**src/design/trsr_pkg.sv**
```systemverilog
// Package for the triangle span rasterizer: widths, codes, beat structs,
// controller state type and the command/status bundles.
// No dependencies.
package trsr_pkg;

    localparam int COORD_BITS   = 11;
    localparam int MAX_ROWS_DEF = 2048;
    localparam int ROW_W        = COORD_BITS + 1;       // row counts and pointers
    localparam int P_W          = COORD_BITS + 4;       // Bresenham decision term
    localparam int AREA_W       = 2 * COORD_BITS + 2;   // doubled-area magnitude
    localparam int NUM_W        = AREA_W + 8;           // area times 255
    localparam int ENT_W        = 2 * COORD_BITS + 1;   // span table entry

    // Function codes
    localparam logic FUNC_LOAD = 1'b0;
    localparam logic FUNC_STEP = 1'b1;

    // Edge selection
    localparam logic [1:0] EDGE_AB = 2'd0;
    localparam logic [1:0] EDGE_BC = 2'd1;
    localparam logic [1:0] EDGE_CA = 2'd2;

    // Colour channels
    localparam logic [1:0] CH_RED   = 2'd0;
    localparam logic [1:0] CH_GREEN = 2'd1;
    localparam logic [1:0] CH_BLUE  = 2'd2;

    // Multiplier sequence: six products, then a drain step
    localparam logic [2:0] MUL_LAST = 3'd6;
    localparam logic [2:0] DIV_TOP  = 3'd7;

    typedef struct packed {
        logic                  func;
        logic [COORD_BITS-1:0] ax;
        logic [COORD_BITS-1:0] ay;
        logic [COORD_BITS-1:0] bx;
        logic [COORD_BITS-1:0] by;
        logic [COORD_BITS-1:0] cx;
        logic [COORD_BITS-1:0] cy;
    } t_in;

    typedef struct packed {
        logic [COORD_BITS-1:0] pixel_x;
        logic [COORD_BITS-1:0] pixel_y;
        logic [7:0]            red;
        logic [7:0]            green;
        logic [7:0]            blue;
        logic                  last;
    } t_out;

    typedef struct packed {
        logic                  touched;
        logic [COORD_BITS-1:0] left;
        logic [COORD_BITS-1:0] right;
    } t_row_ent;

    typedef enum logic [3:0] {
        S_IDLE,
        S_CLEAR,
        S_EDGE_SETUP,
        S_MARK_RD,
        S_MARK_WR,
        S_SEEK_RD,
        S_SEEK_CHK,
        S_MUL,
        S_DIV_INIT,
        S_DIV_STEP,
        S_ADV,
        S_EMIT
    } t_state;

    typedef struct packed {
        logic       load;
        logic       clr_wr;
        logic       edge_setup;
        logic [1:0] edge_sel;
        logic       mark_rd;
        logic       mark_wr;
        logic       walk_adv;
        logic       seek_zero;
        logic       seek_rd;
        logic       seek_hit;
        logic       seek_inc;
        logic       seek_fail;
        logic       seek_next;
        logic       pix_start;
        logic       mul_en;
        logic [2:0] mul_k;
        logic       div_init;
        logic       div_step;
        logic       div_last;
        logic [1:0] ch;
        logic [2:0] div_b;
        logic       col_inc;
        logic       out_load;
    } t_cmd;

    typedef struct packed {
        logic ptr_ok;
        logic edge_skip;
        logic mark_ok;
        logic walk_last;
        logic touched;
        logic busy;
        logic col_lt_right;
        logic out_free;
    } t_sts;

endpackage

```
**src/design/trsr_ctrl.sv**
```systemverilog
// Sequencer for load (clear, edge walk, seek) and pixel (areas, divide,
// advance, emit) operations. Depends on trsr_pkg.
module trsr_ctrl (
    input  logic          i_clk,
    input  logic          i_rst_n,
    input  logic          i_in_valid,
    input  logic          i_func,
    output logic          o_in_ready,
    input  trsr_pkg::t_sts i_sts,
    output trsr_pkg::t_cmd o_cmd
);
    import trsr_pkg::*;

    t_state     r_state, n_state;
    logic [1:0] r_edge, n_edge;
    logic [2:0] r_k, n_k;
    logic [1:0] r_ch, n_ch;
    logic [2:0] r_b, n_b;
    logic       r_pix, n_pix;

    // State and sequence counters
    always_ff @(posedge i_clk) begin
        if (!i_rst_n) begin
            r_state <= S_IDLE;
            r_edge  <= EDGE_AB;
            r_k     <= '0;
            r_ch    <= CH_RED;
            r_b     <= '0;
            r_pix   <= 1'b0;
        end else begin
            r_state <= n_state;
            r_edge  <= n_edge;
            r_k     <= n_k;
            r_ch    <= n_ch;
            r_b     <= n_b;
            r_pix   <= n_pix;
        end
    end

    // Next state and commands
    always_comb begin
        logic edge_end;
        edge_end   = 1'b0;
        n_state    = r_state;
        n_edge     = r_edge;
        n_k        = r_k;
        n_ch       = r_ch;
        n_b        = r_b;
        n_pix      = r_pix;
        o_cmd      = '0;
        o_cmd.edge_sel = r_edge;
        o_cmd.mul_k    = r_k;
        o_cmd.ch       = r_ch;
        o_cmd.div_b    = r_b;
        o_in_ready = (r_state == S_IDLE);

        unique case (r_state)
            S_IDLE: begin
                if (i_in_valid) begin
                    if (i_func == FUNC_LOAD) begin
                        o_cmd.load = 1'b1;
                        n_state    = S_CLEAR;
                    end else if (i_sts.busy) begin
                        o_cmd.pix_start = 1'b1;
                        n_pix   = 1'b1;
                        n_k     = '0;
                        n_state = S_MUL;
                    end
                end
            end
            S_CLEAR: begin
                if (i_sts.ptr_ok) begin
                    o_cmd.clr_wr = 1'b1;
                end else begin
                    n_edge  = EDGE_AB;
                    n_state = S_EDGE_SETUP;
                end
            end
            S_EDGE_SETUP: begin
                if (i_sts.edge_skip) begin
                    edge_end = 1'b1;
                end else begin
                    o_cmd.edge_setup = 1'b1;
                    n_state = S_MARK_RD;
                end
            end
            S_MARK_RD: begin
                if (i_sts.mark_ok) begin
                    o_cmd.mark_rd = 1'b1;
                    n_state = S_MARK_WR;
                end else begin
                    o_cmd.walk_adv = 1'b1;
                    edge_end = i_sts.walk_last;
                end
            end
            S_MARK_WR: begin
                o_cmd.mark_wr = 1'b1;
                if (i_sts.walk_last) begin
                    edge_end = 1'b1;
                end else begin
                    n_state = S_MARK_RD;
                end
            end
            S_SEEK_RD: begin
                if (i_sts.ptr_ok) begin
                    o_cmd.seek_rd = 1'b1;
                    n_state = S_SEEK_CHK;
                end else begin
                    o_cmd.seek_fail = 1'b1;
                    n_state = r_pix ? S_EMIT : S_IDLE;
                end
            end
            S_SEEK_CHK: begin
                if (i_sts.touched) begin
                    o_cmd.seek_hit = 1'b1;
                    n_state = r_pix ? S_EMIT : S_IDLE;
                end else begin
                    o_cmd.seek_inc = 1'b1;
                    n_state = S_SEEK_RD;
                end
            end
            S_MUL: begin
                o_cmd.mul_en = 1'b1;
                if (r_k == MUL_LAST) begin
                    n_ch    = CH_RED;
                    n_state = S_DIV_INIT;
                end else begin
                    n_k = r_k + 3'd1;
                end
            end
            S_DIV_INIT: begin
                o_cmd.div_init = 1'b1;
                n_b     = DIV_TOP;
                n_state = S_DIV_STEP;
            end
            S_DIV_STEP: begin
                o_cmd.div_step = 1'b1;
                if (r_b == 3'd0) begin
                    o_cmd.div_last = 1'b1;
                    if (r_ch == CH_BLUE) begin
                        n_state = S_ADV;
                    end else begin
                        n_ch    = r_ch + 2'd1;
                        n_state = S_DIV_INIT;
                    end
                end else begin
                    n_b = r_b - 3'd1;
                end
            end
            S_ADV: begin
                if (i_sts.col_lt_right) begin
                    o_cmd.col_inc = 1'b1;
                    n_state = S_EMIT;
                end else begin
                    o_cmd.seek_next = 1'b1;
                    n_state = S_SEEK_RD;
                end
            end
            S_EMIT: begin
                if (i_sts.out_free) begin
                    o_cmd.out_load = 1'b1;
                    n_state = S_IDLE;
                end
            end
            default: begin
                n_state = S_IDLE;
            end
        endcase

        // End of one edge: next edge, or seek the first span
        if (edge_end) begin
            if (r_edge == EDGE_CA) begin
                o_cmd.seek_zero = 1'b1;
                n_pix   = 1'b0;
                n_state = S_SEEK_RD;
            end else begin
                n_edge  = r_edge + 2'd1;
                n_state = S_EDGE_SETUP;
            end
        end
    end

endmodule

```
**config.mk**
```make
export PLATFORM = sky130hd
export DESIGN_NAME = trsr_ctrl
export DESIGN_NICKNAME = d
export VERILOG_FILES = /design/src/design/trsr_pkg.sv /design/src/design/trsr_ctrl.sv
export SDC_FILE = /design/constraint.sdc
export NUM_CORES = 1
export LEC_CHECK = 0
export BUFFER_PORTS_ARGS = -buffer_cell sky130_fd_sc_hd__clkbuf_2
export CAP_MARGIN = 5
export CORE_MARGIN = 1.5
export CORE_UTILIZATION = 50
export DETAILED_ROUTE_END_ITERATION = 8
export PLACE_DENSITY = 0.79
export SLEW_MARGIN = 30
export SYNTH_ARGS = -nofsm -noshare
export SYNTH_HDL_FRONTEND = slang
export SYNTH_SLANG_ARGS = --single-unit
```
**constraint.sdc**
```tcl
create_clock -name i_clk -period 2.98 [get_ports i_clk]
set_input_delay 0.596 -clock i_clk [delete_from_list [all_inputs] [get_ports i_clk]]
set_output_delay 0.596 -clock i_clk [all_outputs]
set_load 0.02 [all_outputs]
```
==> flow_summary.ini, run 1 <==
[routing]
dr.max_layer_used = met4
ant_nets = 0
vias_per_cell = 5.89
wl_met3_um = 176
wl_met1_um = 1460
avgRoutedWirePerCell_um = 14.3
wl_met2_um = 1610
via_count = 1360
drt-total-wl_um = 3300
firstDrtPassIters = 4
drtIter0Drc = 28
drc_errors = 0

[layout]
syn2layout_area_growth_pct = 16.7
nNetsFinal = 219
layout_common_cells = clkbuf_2 (41), nand2_1 (16), dfxtp_1 (15), nor2_1 (13), inv_1 (9)
final_common_cell = clkbuf_2
fillers = 235
fin_area_um2 = 1520
multi_input_area_um2 = 888
drive_above_1_share = 0.294
num_antenna_cells = 0
seq_area_um2 = 300

[min_path]
min-delay-start = r_ch[0]$_SDFFE_PN0P_
min_path_type = flip-flop to flip-flop
worstHoldEndpoint = r_ch[0]$_SDFFE_PN0P_
hold_depth = 2

[floorplanning]
initial_utilization = 0.525
die_h_um = 54.0
die-area_um2 = 2910
ioPinCount = 42
row_count = 18
die_w_um = 54.0
design.core.area_um2 = 2480

[worst_setup_path]
endpoint_kind = primary output
r2r_start = r_state[3]$_SDFFE_PN0P_
worstPathMaxFanout = 26
reg2reg_to = r_state[0]$_SDFFE_PN0P_
critical_path.startpoint = r_state[3]$_SDFFE_PN0P_
critPathKind = flip-flop to primary output
required_ns = 2.38
reg2regPathDepth = 6
worstSetupStartpointType = flip-flop
r2r_setup_slack_ns = 0.72
worstPathArrival_ns = 2.05

[timing]
final-max-slew-violation-count = 0
worst_pin_slew_ns = 0.819
max_freq_mhz = 378
whs_ns = 0.482
finalCritPeriodShare = 0.887
fin_skew_ns = 0.0111
fin_crit_ns = 2.64
setup_viol = 0
slew-limit-headroom = 0.453
rsz0062_at_grt = false
finalHoldViolations = 0
setup_tns_ns = 0

[clocking]
cts_tree = done
cts-buffers-inserted = 3
holdBufCountCts = 0
postCtsSetupBuffers = 0
clk_pin_slew_ns = 0.10
clockBufferDepth = 2
insertion_delay_ns = 0.30
cts_root_buf = clkbuf_4
htree_levels = 1
ctsResizeCount = 0
clock_sinks = 15

[global_routing]
grt_max_degree = 27
grt_first_pass_wirelength_um = 5070
grt_pass1_vias = 1184
grtUsageTotal = 0.240
grt_overflow = 0
antenna_found_initial = 0

[logic_synthesis]
synth_edf_count = 0
yosysUniqueCellTypes = 59
ys.flop_type = dfxtp_1
syn_avg_cell_area_um2 = 7.93
synth.net_count = 181
yosysTopAreaCell = dfxtp_1
ys_warn_count = 0
syn-cell-area_um2 = 1300
yosysTopAreaCellShare = 0.231
yosys-top-cells-area = dfxtp_1 (23%), ha_1 (4.8%), nand2_1 (4.6%), nor2_1 (3.8%), a21oi_1 (2.7%)
ys_ff_latch = 15
synthArstFlopShare = 0
postSynthCellCount = 164
synth-seq-area-share = 0.231

[place]
dp_hpwl_um = 2600
portBuffers = 41
placed_area_um2 = 1490
place_congestion = 0.968

[power_and_ir_drop]
leakagePower_nw = 0.701
power.density_nw_per_um2 = 752
ir_drop_mv = 0.445

[flow_run]
drv_cap = 0

[run_status]
status = finished, final reports clean
-- final cells by class --
type	count	area share
multi-input combinational	128	0.585
inverter	11	0.0272
tap	30	0.0247
clock buffer	3	0.0148
sequential	15	0.198
clock inverter	1	0.00495
timing repair buffer	43	0.145
-- per-layer routing --
layer / vias up / track usage
met2: 44 / 0.402
met4: 0 / 0.0875
li1: 674 / -
met1: 636 / 0.318
met3: 6 / 0.0250
met5: - / 0
-- cell usage after synthesis (all sizes together), types with 2 or more instances --
| cell | count |
|---|---|
| a21o | 2 |
| a21oi | 7 |
| a221oi | 3 |
| a31oi | 2 |
| and2 | 4 |
| and3 | 2 |
| and4bb | 2 |
| buf | 10 |
| dfxtp | 15 |
| ha | 5 |
| inv | 11 |
| mux2i | 2 |
| nand2 | 17 |
| nand2b | 5 |
| nand3 | 4 |
| nand3b | 2 |
| nand4 | 2 |
| nand4b | 2 |
| nor2 | 13 |
| nor2b | 4 |
| nor3 | 5 |
| nor3b | 4 |
| nor4 | 3 |
| o211ai | 4 |
| o21ai | 7 |
| o21bai | 2 |
| o221a | 2 |
| or3 | 2 |
| xnor2 | 2 |
-- kinds of logic (layout without fill, tap and decap cells) --
kind of cell	count (synthesis)	count (layout)	share of synthesized area
and+or+nand+nor	78	78	0.370
AOI/OAI and AO/OA	40	40	0.230
buffers and inverters	21	58	0.0857
DFF	15	15	0.231
adders and majority gates	5	5	0.0481
xor gates and xnor gates	3	3	0.0202
muxes	2	2	0.0154
-- stage by stage --
step / util / worst slack (ns) / power, W / cells
floorplan: - / 0.768 / 0.000881 / 164
global placement: 0.601 / 0.738 / 0.000992 / 227
detailed placement: 0.601 / 0.695 / 0.00101 / 227
CTS: 0.613 / 0.340 / 0.00114 / 231
global route: 0.613 / 0.152 / 0.00123 / 231
finish: 0.613 / 0.337 / 0.00114 / 231
-- critical path: stages (launching register included) --
cell and delay [ns]:
dfxtp_1 0.87, nand2b_1 0.22, nor3_1 0.40, clkbuf_2 0.25
-- how the worst max path moves through the flow --
stage / cells past startpoint / slack [ns] / end
finish: 3 / 0.34 / o_cmd[9]
global placement: 3 / 0.74 / o_cmd[9]
floorplan: 4 / 0.77 / o_cmd[23]
CTS: 3 / 0.34 / o_cmd[9]
detailed placement: 3 / 0.70 / o_cmd[9]
global route: 3 / 0.15 / o_cmd[9]
-- registers in the layout, indices dropped and copies added (netlist names), named ones only --
name / cells
r_ch: 2
r_state: 4
r_pix: 1
r_b: 3
r_k: 3
r_edge: 1
-- where the power goes --
part / switching [W] / internal, W / total, W
combinational: 0.000365 / 0.000289 / 0.000654
clock: 0.0000747 / 0.0000513 / 0.000126
sequential: 0.000120 / 0.000241 / 0.000360
total: 0.000559 / 0.000581 / 0.00114
Note: power is estimated with default switching activity, not from simulation.
==> run 2: changes to the inputs <==
BUFFER_PORTS_ARGS = not set   (was -buffer_cell sky130_fd_sc_hd__clkbuf_2)
CTS_BUF_LIST = sky130_fd_sc_hd__clkbuf_8   (was not set)
DONT_BUFFER_PORTS = 1   (was not set)
PLACE_DENSITY = not set   (was 0.79)
==> flow_summary.ini, run 2 (same netlist as run 1, synthesis figures left out) <==
[timing]
finalHoldViolations = 0
finalCritPeriodShare = 0.878
rsz0062_at_grt = false
worst_pin_slew_ns = 0.878
whs_ns = 0.459
max_freq_mhz = 382
final-max-slew-violation-count = 0
setup_tns_ns = 0
fin_crit_ns = 2.62
setup_viol = 0
fin_skew_ns = 0.00850
slew-limit-headroom = 0.414

[layout]
nNetsFinal = 183
top_regs = r_state (4), r_b (3), r_k (3)
largest_register_ffs = 4
drive_above_1_share = 0.139
syn2layout_area_growth_pct = 5.29
final_common_cell = nand2_1
num_antenna_cells = 0
largest-register = r_state
layout_common_cells = nand2_1 (16), dfxtp_1 (15), nor2_1 (13), inv_1 (9)

[clocking]
clockBufferDepth = 2
holdBufCountCts = 0
htree_levels = 1
cts-buffers-inserted = 3
clk_pin_slew_ns = 0.07
cts_root_buf = clkbuf_8
clock_sinks = 15
ctsResizeCount = 0
insertion_delay_ns = 0.26
postCtsSetupBuffers = 0
cts_tree = done

[power_and_ir_drop]
total_power_w = 0.00114
power.share.sequential = 0.350
intPower_w = 0.000606
ir_drop_mv = 0.601
pwr-share-clk = 0.152
comb_power_share = 0.498
switchingPower_w = 0.000536
leakagePower_nw = 0.551
p_sw_frac = 0.469
power.density_nw_per_um2 = 835

[global_routing]
grt_first_pass_wirelength_um = 4720
grt_max_degree = 27
grt_overflow = 0
grt_pass1_vias = 1050
grtUsageTotal = 0.222
antenna_found_initial = 0

[floorplanning]
design.core.area_um2 = 2480
die_h_um = 54.0
die_w_um = 54.0
initial_utilization = 0.525
ioPinCount = 42
die-area_um2 = 2910
row_count = 18

[routing]
drtIter0Drc = 26
via_count = 1218
drt-total-wl_um = 3090
ant_nets = 0
firstDrtPassIters = 4
avgRoutedWirePerCell_um = 15.9
drc_errors = 0
vias_per_cell = 6.25

[worst_setup_path]
worstPathArrival_ns = 2.02
worstSetupStartpointType = flip-flop
worstPathMaxFanout = 20
required_ns = 2.38
critPathKind = flip-flop to primary output
endpoint_kind = primary output

[place]
dp_hpwl_um = 2320
place_congestion = 0.822
portBuffers = 0

[min_path]
min_path_type = primary input to flip-flop

[run_status]
status = finished, final reports clean

[flow_run]
drv_cap = 0
==> run 2: area by class of cell <==
cell class                      count  area, µm²
Fill cell                         247       1110
Multi-Input combinational cell    128        888
Sequential cell                    15        300
Timing Repair Buffer                7       52.6
Clock buffer                        3       41.3
Inverter                           11       41.3
Tap cell                           30       37.5
Clock inverter                      1       7.51
==> run 2: power by group through the flow <==
stage	registers [W]	logic [W]	clock network, W
6_report	0.000400	0.000569	0.000173
5_1_grt	0.000413	0.000629	0.000185
3_5_place_dp	0.000402	0.000566	0
3_3_place_gp	0.000398	0.000553	0
2_1_floorplan	0.000313	0.000568	0
4_1_cts	0.000397	0.000569	0.000181
==> run 2: final timing paths <==
path,depth (start not counted),from,to,slack (ns)
max,4,r_state[1]$_SDFFE_PN0P_,o_cmd[20],0.36
min,1,i_rst_n,r_b[2]$_SDFFE_PN0P_,0.46
min reg2reg,2,r_ch[0]$_SDFFE_PN0P_,r_ch[0]$_SDFFE_PN0P_,0.57
max reg2reg,7,r_state[1]$_SDFFE_PN0P_,r_state[1]$_SDFFE_PN0P_,0.57
==> run 2: metal layers <==
metal	up-vias	wire, µm	GRT usage
met5	-	0	0
met4	0	26	0.0625
met3	4	252	0.0667
met2	43	1390	0.343
met1	566	1430	0.297
li1	605	-	-
==> run 2: critical path, stage by stage, from the launching register on <==
cell     delay, ns
dfxtp_1       0.77
and2b_2       0.31
nand3_1       0.11
and2_4        0.22
nor2_1        0.36
==> run 2: through the flow <==
step | setup WS [ns] | util | std cells | area (µm²)
finish | 0.363 | 0.553 | 195 | 1370
detailed placement | 0.627 | 0.533 | 191 | 1320
global placement | 0.681 | 0.533 | 191 | 1320
floorplan | 0.768 | - | 164 | 1300
CTS | 0.369 | 0.553 | 195 | 1370
global route | 0.245 | 0.553 | 195 | 1370
==> run 3: changes to the inputs <==
clock period = 2.5 ns   (was 2.98 ns; I/O delays follow)
==> flow_summary.ini, run 3 (same netlist as run 1, synthesis figures left out) <==
[run_status]
status = finished, final reports clean

[clocking]
ctsResizeCount = 0
insertion_delay_ns = 0.24
htree_levels = 1
cts-buffers-inserted = 3
postCtsSetupBuffers = 0
holdBufCountCts = 0
clockBufferDepth = 2
clk_pin_slew_ns = 0.06
clock_sinks = 15
cts_tree = done
cts_root_buf = clkbuf_8

[routing]
ant_nets = 0
drtIter0Drc = 29
drc_errors = 0
drt-total-wl_um = 3300
vias_per_cell = 6.20
avgRoutedWirePerCell_um = 16.6
via_count = 1233
firstDrtPassIters = 4

[global_routing]
antenna_found_initial = 0
grtUsageMet1 = 0.304
grt_max_degree = 26
grt.met2_usage = 0.398
grt_overflow = 0
grtUsageTotal = 0.237
top_usage_layer = met2
grt_pass1_vias = 1106
grt_first_pass_wirelength_um = 4990
met3_usage = 0.0611

[timing]
finalHoldViolations = 0
fin_crit_ns = 2.34
slew-limit-headroom = 0.599
fin_skew_ns = 0.00146
finalCritPeriodShare = 0.934
setup_viol = 0
max_freq_mhz = 428
setup_tns_ns = 0
rsz0062_at_grt = false
worst_pin_slew_ns = 0.598
final-max-slew-violation-count = 0

[worst_setup_path]
critPathKind = flip-flop to primary output
critical_path.startpoint = r_state[0]$_SDFFE_PN0P_
r2r_setup_slack_ns = 0.35
r2r_start = r_state[0]$_SDFFE_PN0P_
reg2regPathDepth = 6
endpoint_kind = primary output
reg2reg_to = r_state[0]$_SDFFE_PN0P_
worstPathArrival_ns = 1.84
worstPathMaxFanout = 14
worstSetupStartpointType = flip-flop
required_ns = 2.00

[layout]
fin_area_um2 = 1400
largest_register_ffs = 4
top_regs = r_state (4), r_b (3), r_k (3)
nNetsFinal = 187
syn2layout_area_growth_pct = 7.99
seq_area_um2 = 302
drive_above_1_share = 0.172
final_common_cell = nand2_1
multi_input_area_um2 = 896
layout_common_cells = nand2_1 (16), dfxtp_1 (14), nor2_1 (12), buf_4 (11), inv_1 (10)
fillers = 241
num_antenna_cells = 0
largest-register = r_state

[floorplanning]
design.core.area_um2 = 2480
die-area_um2 = 2910
row_count = 18
initial_utilization = 0.525
die_h_um = 54.0
die_w_um = 54.0
ioPinCount = 42

[place]
placed_area_um2 = 1360
dp_hpwl_um = 2510
portBuffers = 0
place_congestion = 0.881

[min_path]
min-delay-start = i_rst_n
min_path_type = primary input to flip-flop
hold_depth = 1
worstHoldEndpoint = r_b[1]$_SDFFE_PN0P_

[power_and_ir_drop]
leakagePower_nw = 0.580
ir_drop_mv = 0.725
power.density_nw_per_um2 = 993

[flow_run]
drv_cap = 0
## run 3: cell count changes in the layout (fill, tap and decap cells not counted), sizes merged
cell	delta
buf	+4
clkinvlp	-1
inv	+1
## run 3: layer usage
layer | share of wire | wire length [µm]
met1 | 0.43 | 1420
met2 | 0.48 | 1600
met3 | 0.083 | 275
met4 | 0 | 0
met5 | 0 | 0
## run 3: where the power goes
part	internal [W]	leakage, nW	switching, W	total (W)
sequential	0.000289	0.122	0.000134	0.000423
combinational	0.000345	0.431	0.000435	0.000781
clock	0.000109	0.0269	0.0000818	0.000190
## run 3: area by class of cell
cell class	instances	share of cell area
multi-input cells	128	0.638
flip-flops and latches	15	0.215
repair buffers	11	0.0588
clock buffers	3	0.0294
inverters	11	0.0294
well taps	30	0.0267
clock inverters	1	0.00267
## run 3: how the worst max path moves through the flow
stage	slack (ns)	endpoint
final	0.16	o_cmd[20]
after global routing	0.05	o_cmd[20]
after CTS	0.09	o_cmd[20]
after detailed placement	0.36	r_state[1]$_SDFFE_PN0P_
after global placement	0.44	o_cmd[20]
after floorplan	0.38	o_cmd[23]
## run 3: metrics by stage
step                utilization  hold WS, ns  power [W]  cells  setup WS [ns]
floorplan                     -        0.544    0.00105    164          0.384
global placement          0.545        0.562    0.00117    195          0.444
detailed placement        0.547        0.587    0.00120    195          0.356
CTS                       0.565        0.371    0.00139    199         0.0932
global route              0.567        0.370    0.00150    199         0.0535
finish                    0.567        0.377    0.00139    199          0.164
## run 3: critical path, stage by stage (launching register included)
cell and delay [ns]:
dfxtp_1 0.64, buf_4 0.26, and2b_2 0.26, nand3_1 0.11
and2_4 0.22, nor2_2 0.10
